File: config.mk
export PLATFORM = sky130hd
export DESIGN_NAME = hdmlp_ram
export DESIGN_NICKNAME = d
export VERILOG_FILES = /design/src/hw/rtl/hdmlp_ram.sv
export SDC_FILE = /design/constraint.sdc
export NUM_CORES = 1
export LEC_CHECK = 0
export ABC_AREA = 1
export CORE_ASPECT_RATIO = 0.6
export CORE_MARGIN = 4
export CORE_UTILIZATION = 40
export CTS_BUF_LIST = sky130_fd_sc_hd__clkbuf_8
export DETAILED_ROUTE_END_ITERATION = 10
export DONT_BUFFER_PORTS = 1
export MAX_ROUTING_LAYER = met4
export SLEW_MARGIN = 20
export SYNTH_ARGS = -nofsm -noshare
export SYNTH_HDL_FRONTEND = slang
export SYNTH_SLANG_ARGS = --single-unit
File: constraint.sdc
create_clock -name clk -period 2.2 [get_ports clk]
set_clock_uncertainty 0.15 [all_clocks]
set_input_delay 0.11 -clock clk [delete_from_list [all_inputs] [get_ports clk]]
set_output_delay 0.11 -clock clk [all_outputs]
set_load 0.02 [all_outputs]
File: src/hw/rtl/hdmlp_ram.sv
`timescale 1ns / 1ps
// Generic single-write, single-read RAM with registered read data.
// Standalone; no dependencies.
module hdmlp_ram #(
  parameter int WIDTH = 16,
  parameter int DEPTH = 16
) (
  input  logic                                  clk,
  input  logic                                  we,
  input  logic [(DEPTH > 1 ? $clog2(DEPTH) : 1)-1:0] waddr,
  input  logic [WIDTH-1:0]                      wdata,
  input  logic [(DEPTH > 1 ? $clog2(DEPTH) : 1)-1:0] raddr,
  output logic [WIDTH-1:0]                      rdata
);
  logic [WIDTH-1:0] mem [DEPTH];

  always_ff @(posedge clk) begin
    if (we) begin
      mem[waddr] <= wdata;
    end
    rdata <= mem[raddr];
  end
endmodule

Word level (Yosys, flattened, before mapping)
Memory sizes are Yosys's and may differ from the RTL's. A register that Yosys moved wholly into a read port is not among the register bits. Cells that the tools add are included.

Memory bits (writable): 256. Output and inout bits: 16. Bits in registers: 0. Memories kept: 1.

Muxes and demuxes: 2.

Memories: mem (depth 16, bits a word 16, rd ports 1, clocked after memory_dff 1, wr ports 1, line 15) `logic [WIDTH-1:0] mem [DEPTH];`.

Operators by type and width (number): 1-bit 2-to-1 mux (2).

Depth between registers and ports, before layout
Depth after elaboration: 2. Gate-level depth with buffers: 9. Mapped depth without buffers: 7.

Worst setup path before layout
Ideal clock, no wire load.

Kind: input -> register. Start point: in waddr[2] (netlist bit). End point: mem mem[10][0] (enable). Stages on the path: 2. Setup time: 0.388 ns. Buffers on the path: 0. Slack: 0.640 ns. Data arrival time: 1.021 ns. Data required time: 1.662 ns. Cell sequence: nand3b_1 -> nor2_1.

RTL lines: from (decl) (line 10) `input logic [(DEPTH > 1 ? $clog2(DEPTH) : 1)-1:0] waddr,`; to (decl) (line 15).

No word-level cell before the write port.

==> flow_metrics.py <==
metrics = {
    "finish": {
        "fin_nets": 1190,
        "final_cell_mix": "340 x nand2_1, 256 x edfxtp_1, 205 x inv_1, 192 x nand3_1, 64 x dlygate4sd3_1",
        "fillers": 2522,
        "areaGrowthSynthToFinish_pct": 17.7,
        "final_util_pct": 48.2,
        "drive_gt1_share_pct": 9.05,
        "layout_commonest_cell": "nand2_1",
        "fin_area_um2": 13400,
        "regArea_um2": 8010,
        "multiInputGateArea_um2": 2370,
    },
    "timing": {
        "maxSlewViolCount": 0,
        "max_freq_mhz": 457,
        "tns_ns": 0,
        "fin_crit_sh_pct": 99.5,
        "worstMarginPinSlew_ns": 1.19,
        "min_period_ns": 2.19,
        "hold_viol": 0,
        "max_slew_margin_pct": 20.6,
        "grt_setup_unrepaired": "yes",
        "setup_violations": 0,
        "worst_hold_slack_ns": 0.0450,
    },
    "synth": {
        "synth_top_area_share_pct": 67.5,
        "ys_ff_latch": 272,
        "synthCells": 1074,
        "synthTopCellsByArea": "edfxtp_1 68%, nand2_1 11%, nand3_1 8.5%",
        "synthesis.nets": 1100,
        "yosysWarnings": 0,
        "synth_area_um2": 11400,
        "syn_area_per_cell_um2": 10.6,
        "ys_types": 13,
        "synth_top_area_cell": "edfxtp_1",
        "ys_seq_area_share_pct": 70.4,
    },
    "clock_tree": {
        "clock_latency_ns": 0.56,
        "cts_buffers": 40,
        "clk_pin_slew_ns": 0.07,
        "root_buffer": "clkbuf_8",
        "cts_max_level": 2,
        "cts_tree": "done",
        "cts_sinks": 272,
        "clk_path_buf_depth": 3,
        "cts_setup_buffers": 0,
    },
    "power_and_ir_drop": {
        "power-per-cell-area_nw_per_um2": 797,
        "max-vdd-ir-drop_uv": 412,
        "p_leak_nw": 5.66,
        "finalPower_w": 0.0107,
    },
    "grt": {
        "grt_max_degree": 93,
        "antenna_found_initial": 1,
        "grt_pass1_vias": 7295,
        "gr-total-overflow": 0,
        "grt_usage_pct": 19.8,
        "grt_pass1_wl_um": 45200,
    },
    "floorplanning": {
        "die-area_um2": 31300,
        "fp.dieH_um": 139,
        "pin_count": 42,
        "initial_core_util_pct": 40.9,
        "core_um2": 27800,
        "fp.dieW_um": 226,
        "rows": 47,
    },
    "placed_design": {
        "dp_hpwl_um": 14900,
        "io_buffers": 0,
        "place_area_um2": 11800,
        "gp_congestion": 0.755,
    },
    "worst_setup_path": {
        "critPathArrivalTime_ns": 2.49,
        "end_kind": "flip-flop",
        "crit_fanout": 1,
        "cp-start-kind": "flip-flop",
        "crit_required_ns": 2.50,
        "critPathKind": "flip-flop to flip-flop",
    },
    "routing": {
        "wl_um": 30800,
        "drt-vias-per-instance": 4.94,
        "drc": 0,
        "drt_iter0_drc": 953,
        "drtPass1Iterations": 5,
        "drtAntennaViolNets": 0,
        "avgRoutedWirePerCell_um": 19.7,
        "vias": 7707,
    },
    "status": {
        "status": "finished, final reports clean",
    },
    "min_path": {
        "hold_path.class": "input port to flip-flop",
    },
    "run": {
        "max_cap_viol_count": 0,
    },
}
cell families (layout without fill, tap and decap cells):
kind of cell | Yosys count | in the layout | share of synthesized area [%]
flip-flops | 272 | 272 | 70.4
AND/OR/NAND/NOR | 553 | 553 | 20.4
other | 0 | 1 | 0
buffers and inverters | 249 | 368 | 9.21
sequential cells by signal, summed over array words and instances, names as in the netlist:
register / count
mem: 256
rdata: 16
report_power, final:
part,switching [W],internal [W],total [W]
Clock,0.00197,0.00208,0.00405
Sequential,0.0000855,0.00579,0.00588
Combinational,0.000486,0.000263,0.000749
Total,0.00254,0.00813,0.0107
layer usage:
layer  vias up  GRT usage, %  wire [um]
met4         0          4.22        369
met3        38          5.12       3100
met2       330          26.5      12600
met5         -             -          0
met1      3694          30.2      14700
li1       3645             -          -
critical path: stages (launching register included):
cell and delay, ns:
edfxtp_1 0.36, inv_1 0.07, nand2_1 0.05, nand3_1 0.08, nand3_1 0.12, nand3_1 0.10
dlygate4sd3_1 0.56, nand2_1 0.05, dlygate4sd3_1 0.55
cell usage after synthesis:
library cell	n
clkbuf_1	10
dfxtp_1	16
buf_1	1
inv_2	2
nor2_1	17
nand3_1	193
buf_4	18
edfxtp_1	256
nand2_1	341
buf_2	19
inv_1	196
buf_6	3
nand3b_1	2
through the flow:
| step | setup WS [ns] | cells |
|---|---|---|
| 2_1_floorplan | 0.640 | 1074 |
| 3_3_place_gp | 0.783 | 1417 |
| 3_5_place_dp | 0.774 | 1417 |
| 4_1_cts | 0.00361 | 1558 |
| 5_1_grt | -0.0677 | 1561 |
| 6_report | 0.0117 | 1561 |
area by class of cell:
class                   count  share of cell area (%)
well taps                 367                    3.43
inverters                 198                    5.56
repair buffers             99                    7.77
clock buffers              44                    4.52
flip-flops and latches    272                    59.8
multi-input cells         553                    17.7
clock inverters            27                    1.21
diodes                      1                  0.0187
path summary, 6_finish.rpt:
path,cells after the start,slack [ns],start,end
setup / recovery,8,0.01,mem[8][1],rdata[1]
hold / removal,4,0.05,waddr[3],mem[0][9]
setup reg to reg,8,0.01,mem[8][1],rdata[1]
hold reg to reg,6,0.53,mem[15][15],rdata[15]
what timing repair did:
item / 4_1_cts / 5_1_grt
gates resized for setup: 0 / 4
hold buffers: 70 / 8
setup endpoints to repair: 0 / 18
endpoints found under the hold margin: 287 / 25
Note: power is estimated with default switching activity, not from simulation.
