===== src/hw/rtl/hdmlp_pkg.sv =====
`timescale 1ns / 1ps
// Package for the HID descriptor mouse layout parser.
// Item codes, tags, usage constants and shared types; no dependencies.
package hdmlp_pkg;

  // Item types from the short-item prefix
  localparam logic [1:0] ITEM_MAIN   = 2'd0;
  localparam logic [1:0] ITEM_GLOBAL = 2'd1;
  localparam logic [1:0] ITEM_LOCAL  = 2'd2;

  // Tags
  localparam logic [3:0] TAG_USAGE_PAGE   = 4'h0;
  localparam logic [3:0] TAG_REPORT_SIZE  = 4'h7;
  localparam logic [3:0] TAG_REPORT_ID    = 4'h8;
  localparam logic [3:0] TAG_REPORT_COUNT = 4'h9;
  localparam logic [3:0] TAG_USAGE        = 4'h0;
  localparam logic [3:0] TAG_USAGE_MIN    = 4'h1;
  localparam logic [3:0] TAG_USAGE_MAX    = 4'h2;
  localparam logic [3:0] TAG_INPUT        = 4'h8;

  localparam logic [7:0]  PFX_LONG      = 8'hFE;
  localparam logic [15:0] PAGE_DESKTOP  = 16'h0001;
  localparam logic [15:0] PAGE_BUTTON   = 16'h0009;
  localparam logic [15:0] USAGE_X       = 16'h0030;
  localparam logic [15:0] USAGE_Y       = 16'h0031;
  localparam logic [15:0] USAGE_WHEEL   = 16'h0038;
  localparam logic [16:0] POS_ABSENT    = 17'h1FFFF;
  localparam logic [15:0] SAT_MAX       = 16'hFFFF;

  // Byte decoder phases
  typedef enum logic [4:0] {
    PH_PREFIX    = 5'b00001,
    PH_SHORT     = 5'b00010,
    PH_LONG_SIZE = 5'b00100,
    PH_LONG_TAG  = 5'b01000,
    PH_LONG_SKIP = 5'b10000
  } phase_t;

  // One decoded short item
  typedef struct packed {
    logic        done;
    logic [1:0]  kind;
    logic [3:0]  tag;
    logic [31:0] value;
  } item_t;

  function automatic logic [15:0] sat16(input logic [32:0] v);
    return (v > 33'(SAT_MAX)) ? SAT_MAX : v[15:0];
  endfunction

endpackage


===== src/hw/rtl/hdmlp_item_dec.sv =====
`timescale 1ns / 1ps
// Byte-level item decoder: assembles short items, skips long items.
// Depends on hdmlp_pkg.
module hdmlp_item_dec
  import hdmlp_pkg::*;
(
  input  logic       clk,
  input  logic       rst_n,
  input  logic       take,
  input  logic       clr,
  input  logic [7:0] byte_in,
  output item_t      item
);
  phase_t      phase_r, phase_nxt;
  logic [7:0]  prefix_r, prefix_nxt;
  logic [31:0] data_r, data_nxt;
  logic [2:0]  left_r, left_nxt;
  logic [1:0]  idx_r, idx_nxt;
  logic [7:0]  skip_r, skip_nxt;
  logic [7:0]  skip_dec;

  always_comb begin
    phase_nxt  = phase_r;
    prefix_nxt = prefix_r;
    data_nxt   = data_r;
    left_nxt   = left_r;
    idx_nxt    = idx_r;
    skip_nxt   = skip_r;
    skip_dec   = (skip_r != 8'd0) ? skip_r - 8'd1 : skip_r;
    item       = '0;
    if (take) begin
      case (phase_r)
        PH_PREFIX: begin
          if (byte_in == PFX_LONG) begin
            phase_nxt = PH_LONG_SIZE;
          end else if (byte_in[1:0] == 2'd0) begin
            item.done = 1'b1;
            item.kind = byte_in[3:2];
            item.tag  = byte_in[7:4];
          end else begin
            prefix_nxt = byte_in;
            data_nxt   = '0;
            idx_nxt    = '0;
            left_nxt   = (byte_in[1:0] == 2'd3) ? 3'd4 : {1'b0, byte_in[1:0]};
            phase_nxt  = PH_SHORT;
          end
        end
        PH_SHORT: begin
          data_nxt[8*idx_r +: 8] = byte_in;
          idx_nxt  = idx_r + 2'd1;
          left_nxt = left_r - 3'd1;
          if (left_r == 3'd1) begin
            item.done  = 1'b1;
            item.kind  = prefix_r[3:2];
            item.tag   = prefix_r[7:4];
            item.value = data_nxt;
            phase_nxt  = PH_PREFIX;
          end
        end
        PH_LONG_SIZE: begin
          skip_nxt  = byte_in;
          phase_nxt = PH_LONG_TAG;
        end
        PH_LONG_TAG: begin
          phase_nxt = (skip_r == 8'd0) ? PH_PREFIX : PH_LONG_SKIP;
        end
        PH_LONG_SKIP: begin
          skip_nxt = skip_dec;
          if (skip_dec == 8'd0) begin
            phase_nxt = PH_PREFIX;
          end
        end
        default: phase_nxt = PH_PREFIX;
      endcase
    end
  end

  always_ff @(posedge clk) begin
    if (!rst_n || clr) begin
      phase_r  <= PH_PREFIX;
      prefix_r <= '0;
      data_r   <= '0;
      left_r   <= '0;
      idx_r    <= '0;
      skip_r   <= '0;
    end else begin
      phase_r  <= phase_nxt;
      prefix_r <= prefix_nxt;
      data_r   <= data_nxt;
      left_r   <= left_nxt;
      idx_r    <= idx_nxt;
      skip_r   <= skip_nxt;
    end
  end
endmodule


===== config.mk =====
export PLATFORM = sky130hd
export DESIGN_NAME = hdmlp_item_dec
export DESIGN_NICKNAME = d
export VERILOG_FILES = /design/src/hw/rtl/hdmlp_pkg.sv /design/src/hw/rtl/hdmlp_item_dec.sv
export SDC_FILE = /design/constraint.sdc
export NUM_CORES = 1
export LEC_CHECK = 0
export ABC_AREA = 0
export BUFFER_PORTS_ARGS = -buffer_cell sky130_fd_sc_hd__buf_2
export CAP_MARGIN = 20
export CORE_MARGIN = 2
export CORE_UTILIZATION = 30
export CTS_BUF_LIST = sky130_fd_sc_hd__clkbuf_8
export DETAILED_ROUTE_END_ITERATION = 12
export HOLD_SLACK_MARGIN = 0.06
export PLACE_DENSITY = 0.53
export SLEW_MARGIN = 5
export SYNTH_ARGS = -nofsm -noshare
export SYNTH_HDL_FRONTEND = slang
export SYNTH_SLANG_ARGS = --single-unit

===== constraint.sdc =====
create_clock -name clk -period 2 [get_ports clk]
set_input_delay 0.2 -clock clk [delete_from_list [all_inputs] [get_ports clk]]
set_output_delay 0.2 -clock clk [all_outputs]
set_load 0.03 [all_outputs]

-- Word level (Yosys, flattened, before mapping)
Index checks and enable logic that the tools add are counted.
- register bits after elaboration: 58
- output and inout port bits: 39
- logic and storage cells: 64
- input bits: 12
- reduce and logical (&&, ||, !) cells: 12
- add/subtract/negate cells: 4
- bitwise gates (word level): 2
- shifts and indexed selects: 2
- muxes and demuxes: 25
- equality and inequality tests: 13
- operator list (kind ; number):
    $mux W32 ; 3
    $mux W39 ; 2
    $pmux W32 S2 ; 1
    $neg A5 Y34 ; 1
    $shift A8 B34 Y32 const A ; 1
    $shiftx A8 B34 Y32 ; 1
    $bwmux W32 ; 1
    $mux W5 ; 5
    $pmux W5 S5 ; 1
    $logic_not A8 Y1 ; 2
    $pmux W8 S2 ; 1
    $mux W7 ; 2
    $pmux W7 S2 ; 1
    $reduce_and A4 Y1 ; 3
    $mux W3 ; 3
    $eq A8 B8 Y1 const B ; 1
    $mux W8 ; 1
    $ne A2 B2 Y1 const B ; 4
    $reduce_bool A8 Y1 ; 1
    $sub A8 B1 Y8 const B ; 1
    $pmux W3 S2 ; 1
    $eq A5 B1 Y1 const B ; 1
    $eq A5 B2 Y1 const B ; 1
    $eq A5 B3 Y1 const B ; 1
    15 further kinds ; 18

-- Longest topological paths before layout
- depth after elaboration: 6
- mapped depth: 8
- gate-level depth less buffers: 7

-- Worst setup path before layout
No wires, ideal clock.
- path kind: flip-flop to output port
- from: register idx_r[0]
- to: output item[10] (netlist name)
- required time: 1.800 ns
- path buffers: 0
- path slack: -0.203 ns
- arrival time: 2.003 ns
- cell stages (with the launch flop): 7
- path through: dfxtp_1 -> inv_1 -> ha_1 -> nand2_1 -> nor3_1 -> a21oi_1 -> nor2_1
- RTL lines (item ; line ; source):
    from (decl) ; hdmlp_item_dec.sv:18 ; logic [1:0] idx_r, idx_nxt;
    from (signal assigned) ; hdmlp_item_dec.sv:91 ; idx_r <= idx_nxt;
    to (decl) ; hdmlp_item_dec.sv:12 ; output item_t item

==> results.cfg <==
[status]
outcome = finished, violations left
violations = negative setup slack

[pwr]
p_leak_uw = 0.00175
power.total_uw = 2080
seqPwrFrac_pct = 54.1
switching_share_pct = 28.6
power_frac_comb_pct = 13.9
switchingPower_uw = 594
ir_drop_mv = 0.285
powerDensity_nw_per_um2 = 438
internal_power_uw = 1480
clockPowerShare_pct = 32.0

[die]
start_util_pct = 31.1
die_w_um = 110
rows = 38
die_area_um2 = 12200
core_um2 = 10900
io_pins = 51
die_y_um = 110

[clock_tree]
cts-root-buf = clkbuf_8
cts_buffer_depth = 2
clk_pin_slew_ns = 0.11
cts_tree = done
clock_latency_ns = 0.32
htreeDepth = 2
cts_sinks = 56
cts_buffers = 5

[drt]
drc = 0
dr.pass1.iters = 4
ant_nets = 0
drt_wl_total_um = 11400
routed_via_density = 5.21
wire_per_inst_um = 17.6
drtIter0Drc = 159
vias = 3379

[sta]
fin_crit_ns = 2.09
drv_slew = 0
worstMarginPinSlew_ns = 0.499
hold_viol_final = 0
fmax_mhz = 479
fin_crit_sh_pct = 104
slew_headroom_pct = 66.7
rsz0062_at_grt = true
fin_ws_ns = -0.0885
tns_ns = -1.94
setup_viol = 34
clock_skew_ns = 0.00873

[grt]
grtUsageMet2_pct = 29.6
busiest_layer = met2
grt_pass1_vias = 3362
grt_remaining_overflow = 0
grt_usage_pct = 18.1
grt_max_degree = 33
gr-usage-met3_pct = 2.80
grt_pass1_wl_um = 18200
grtUsageMet1_pct = 25.8
antenna_found_initial = 0

[synth]
ys_seq_area_share_pct = 33.0
synth_edf_count = 0
async_reset_ff_share_pct = 0
ys_warn_count = 0
syn_inst = 416
syn_nets = 437
synth_top_flop_cell = dfxtp_1
ys_seq_elements = 56
ys_types = 56
synth_area_um2 = 3400
synth.avg_cell_area_um2 = 8.17

[final_layout]
nets = 529
drive_above_1_share_pct = 39.3
layout_common_cells = buf_4, dfxtp_1, a21oi_1, nor2b_1, o2bb2ai_1
final_common_cell = buf_4
area_growth_pct = 39.5
diodes = 0
finalNonFillerCells = 649

[worst_setup_path]
crit_type = reg2out
crit_fanout = 16
worst_ep_required_time_ns = 1.80
cp-end-kind = primary output
start_kind = register
cp.arrival_ns = 1.89

[run]
max-cap-violations = 0

[placed_design]
dpl.cell_count = 630
place_congestion = 0.895
hpwl_um = 7810
io_buffers = 50

[min_path]
hold_class = in2reg
## sequential cells by signal, summed over array words and instances, names as in the netlist
| register | flops |
|---|---|
| phase_r | 5 |
| idx_r | 2 |
| left_r | 3 |
| data_r | 32 |
| prefix_r | 6 |
| skip_r | 8 |
## Yosys cell counts, types with 4 or more instances
cell type / count / area, µm²
ha_1: 9 / 113
nand4_1: 4 / 25.0
a22oi_1: 7 / 52.6
nand2_1: 22 / 82.6
a21oi_1: 48 / 240
clkbuf_1: 18 / 67.6
a21oi_4: 5 / 81.3
mux2i_1: 10 / 100
dfxtp_1: 56 / 1120
nor2_1: 63 / 236
nor2b_1: 34 / 213
nand3_1: 5 / 25.0
nor3_1: 10 / 50.1
o21ai_0: 8 / 40.0
nand4b_1: 4 / 35.0
nand2b_1: 10 / 62.6
inv_1: 8 / 30.0
o2bb2ai_1: 33 / 289
nor3b_1: 4 / 30.0
## layer usage
layer / routed length (µm) / vias to the layer above
li1: - / 1678
met1: 5450 / 1606
met2: 5430 / 89
met3: 488 / 6
met4: 65 / 0
met5: 0 / -
## cells by family after synthesis
group / share of synthesized area [%]
flip-flops: 33.0
adder cells (fa/ha/maj): 3.31
AO/OA/AOI/OAI: 27.5
multiplexers: 2.95
buffers and inverters: 4.20
XOR/XNOR: 0.516
AND/OR/NAND/NOR: 28.5
## repair_timing
item	4_1_cts	5_1_grt
resized for setup	82	37
hold buffers	0	0
cloned	1	1
pin swaps	12	10
endpoints found under the hold margin	0	0
buffers inserted	4	5
setup endpoints to repair	73	76
## layout make-up
class / instances / area, µm²
repair buffers: 110 / 971
inverters: 8 / 32.5
fillers: 1088 / 6200
clock inverters: 3 / 22.5
well taps: 140 / 175
clock buffers: 5 / 68.8
multi-input cells: 327 / 2340
flip-flops and latches: 56 / 1130
## power by group through the flow
stage          Sequential (µW)  Combinational, µW  Clock (µW)
2_1_floorplan             1150                151           0
3_3_place_gp              1150                260           0
3_5_place_dp              1150                261           0
4_1_cts                   1130                270         668
5_1_grt                   1130                308         729
6_report                  1120                289         664
## critical path, cell delays in order (launching register included)
cell	delay (ns)
dfxtp_2	0.34
buf_6	0.12
nor3_4	0.18
nand3b_1	0.15
nor2_2	0.14
nand2_2	0.13
clkbuf_16	0.23
nor2_2	0.14
buf_6	0.14
## stage by stage
step / cell area [µm²] / setup slack [ns] / util, % / hold slack, ns
6_report: 4740 / -0.0885 / 43.3 / 0.377
5_1_grt: 4740 / -0.204 / 43.3 / 0.392
4_1_cts: 4550 / -0.0938 / 41.6 / 0.375
3_5_place_dp: 4170 / -0.0654 / 38.1 / 0.439
3_3_place_gp: 4170 / 0.00270 / 38.1 / 0.437
2_1_floorplan: 3460 / -0.0705 / - / 0.425
## worst paths after layout
check / cells past startpoint / from / slack [ns] / end
setup / recovery: 8 / phase_r[4]$_SDFFE_PP0P_ / -0.09 / item[4]
hold / removal: 5 / clr / 0.38 / skip_r[1]$_SDFFE_PP0P_
setup reg to reg: 5 / skip_r[2]$_SDFFE_PP0P_ / 0.05 / phase_r[0]$_SDFFE_PP1P_
hold reg to reg: 1 / data_r[28]$_SDFFE_PP0P_ / 0.47 / data_r[28]$_SDFFE_PP0P_
(Power assumes the default switching activity.)
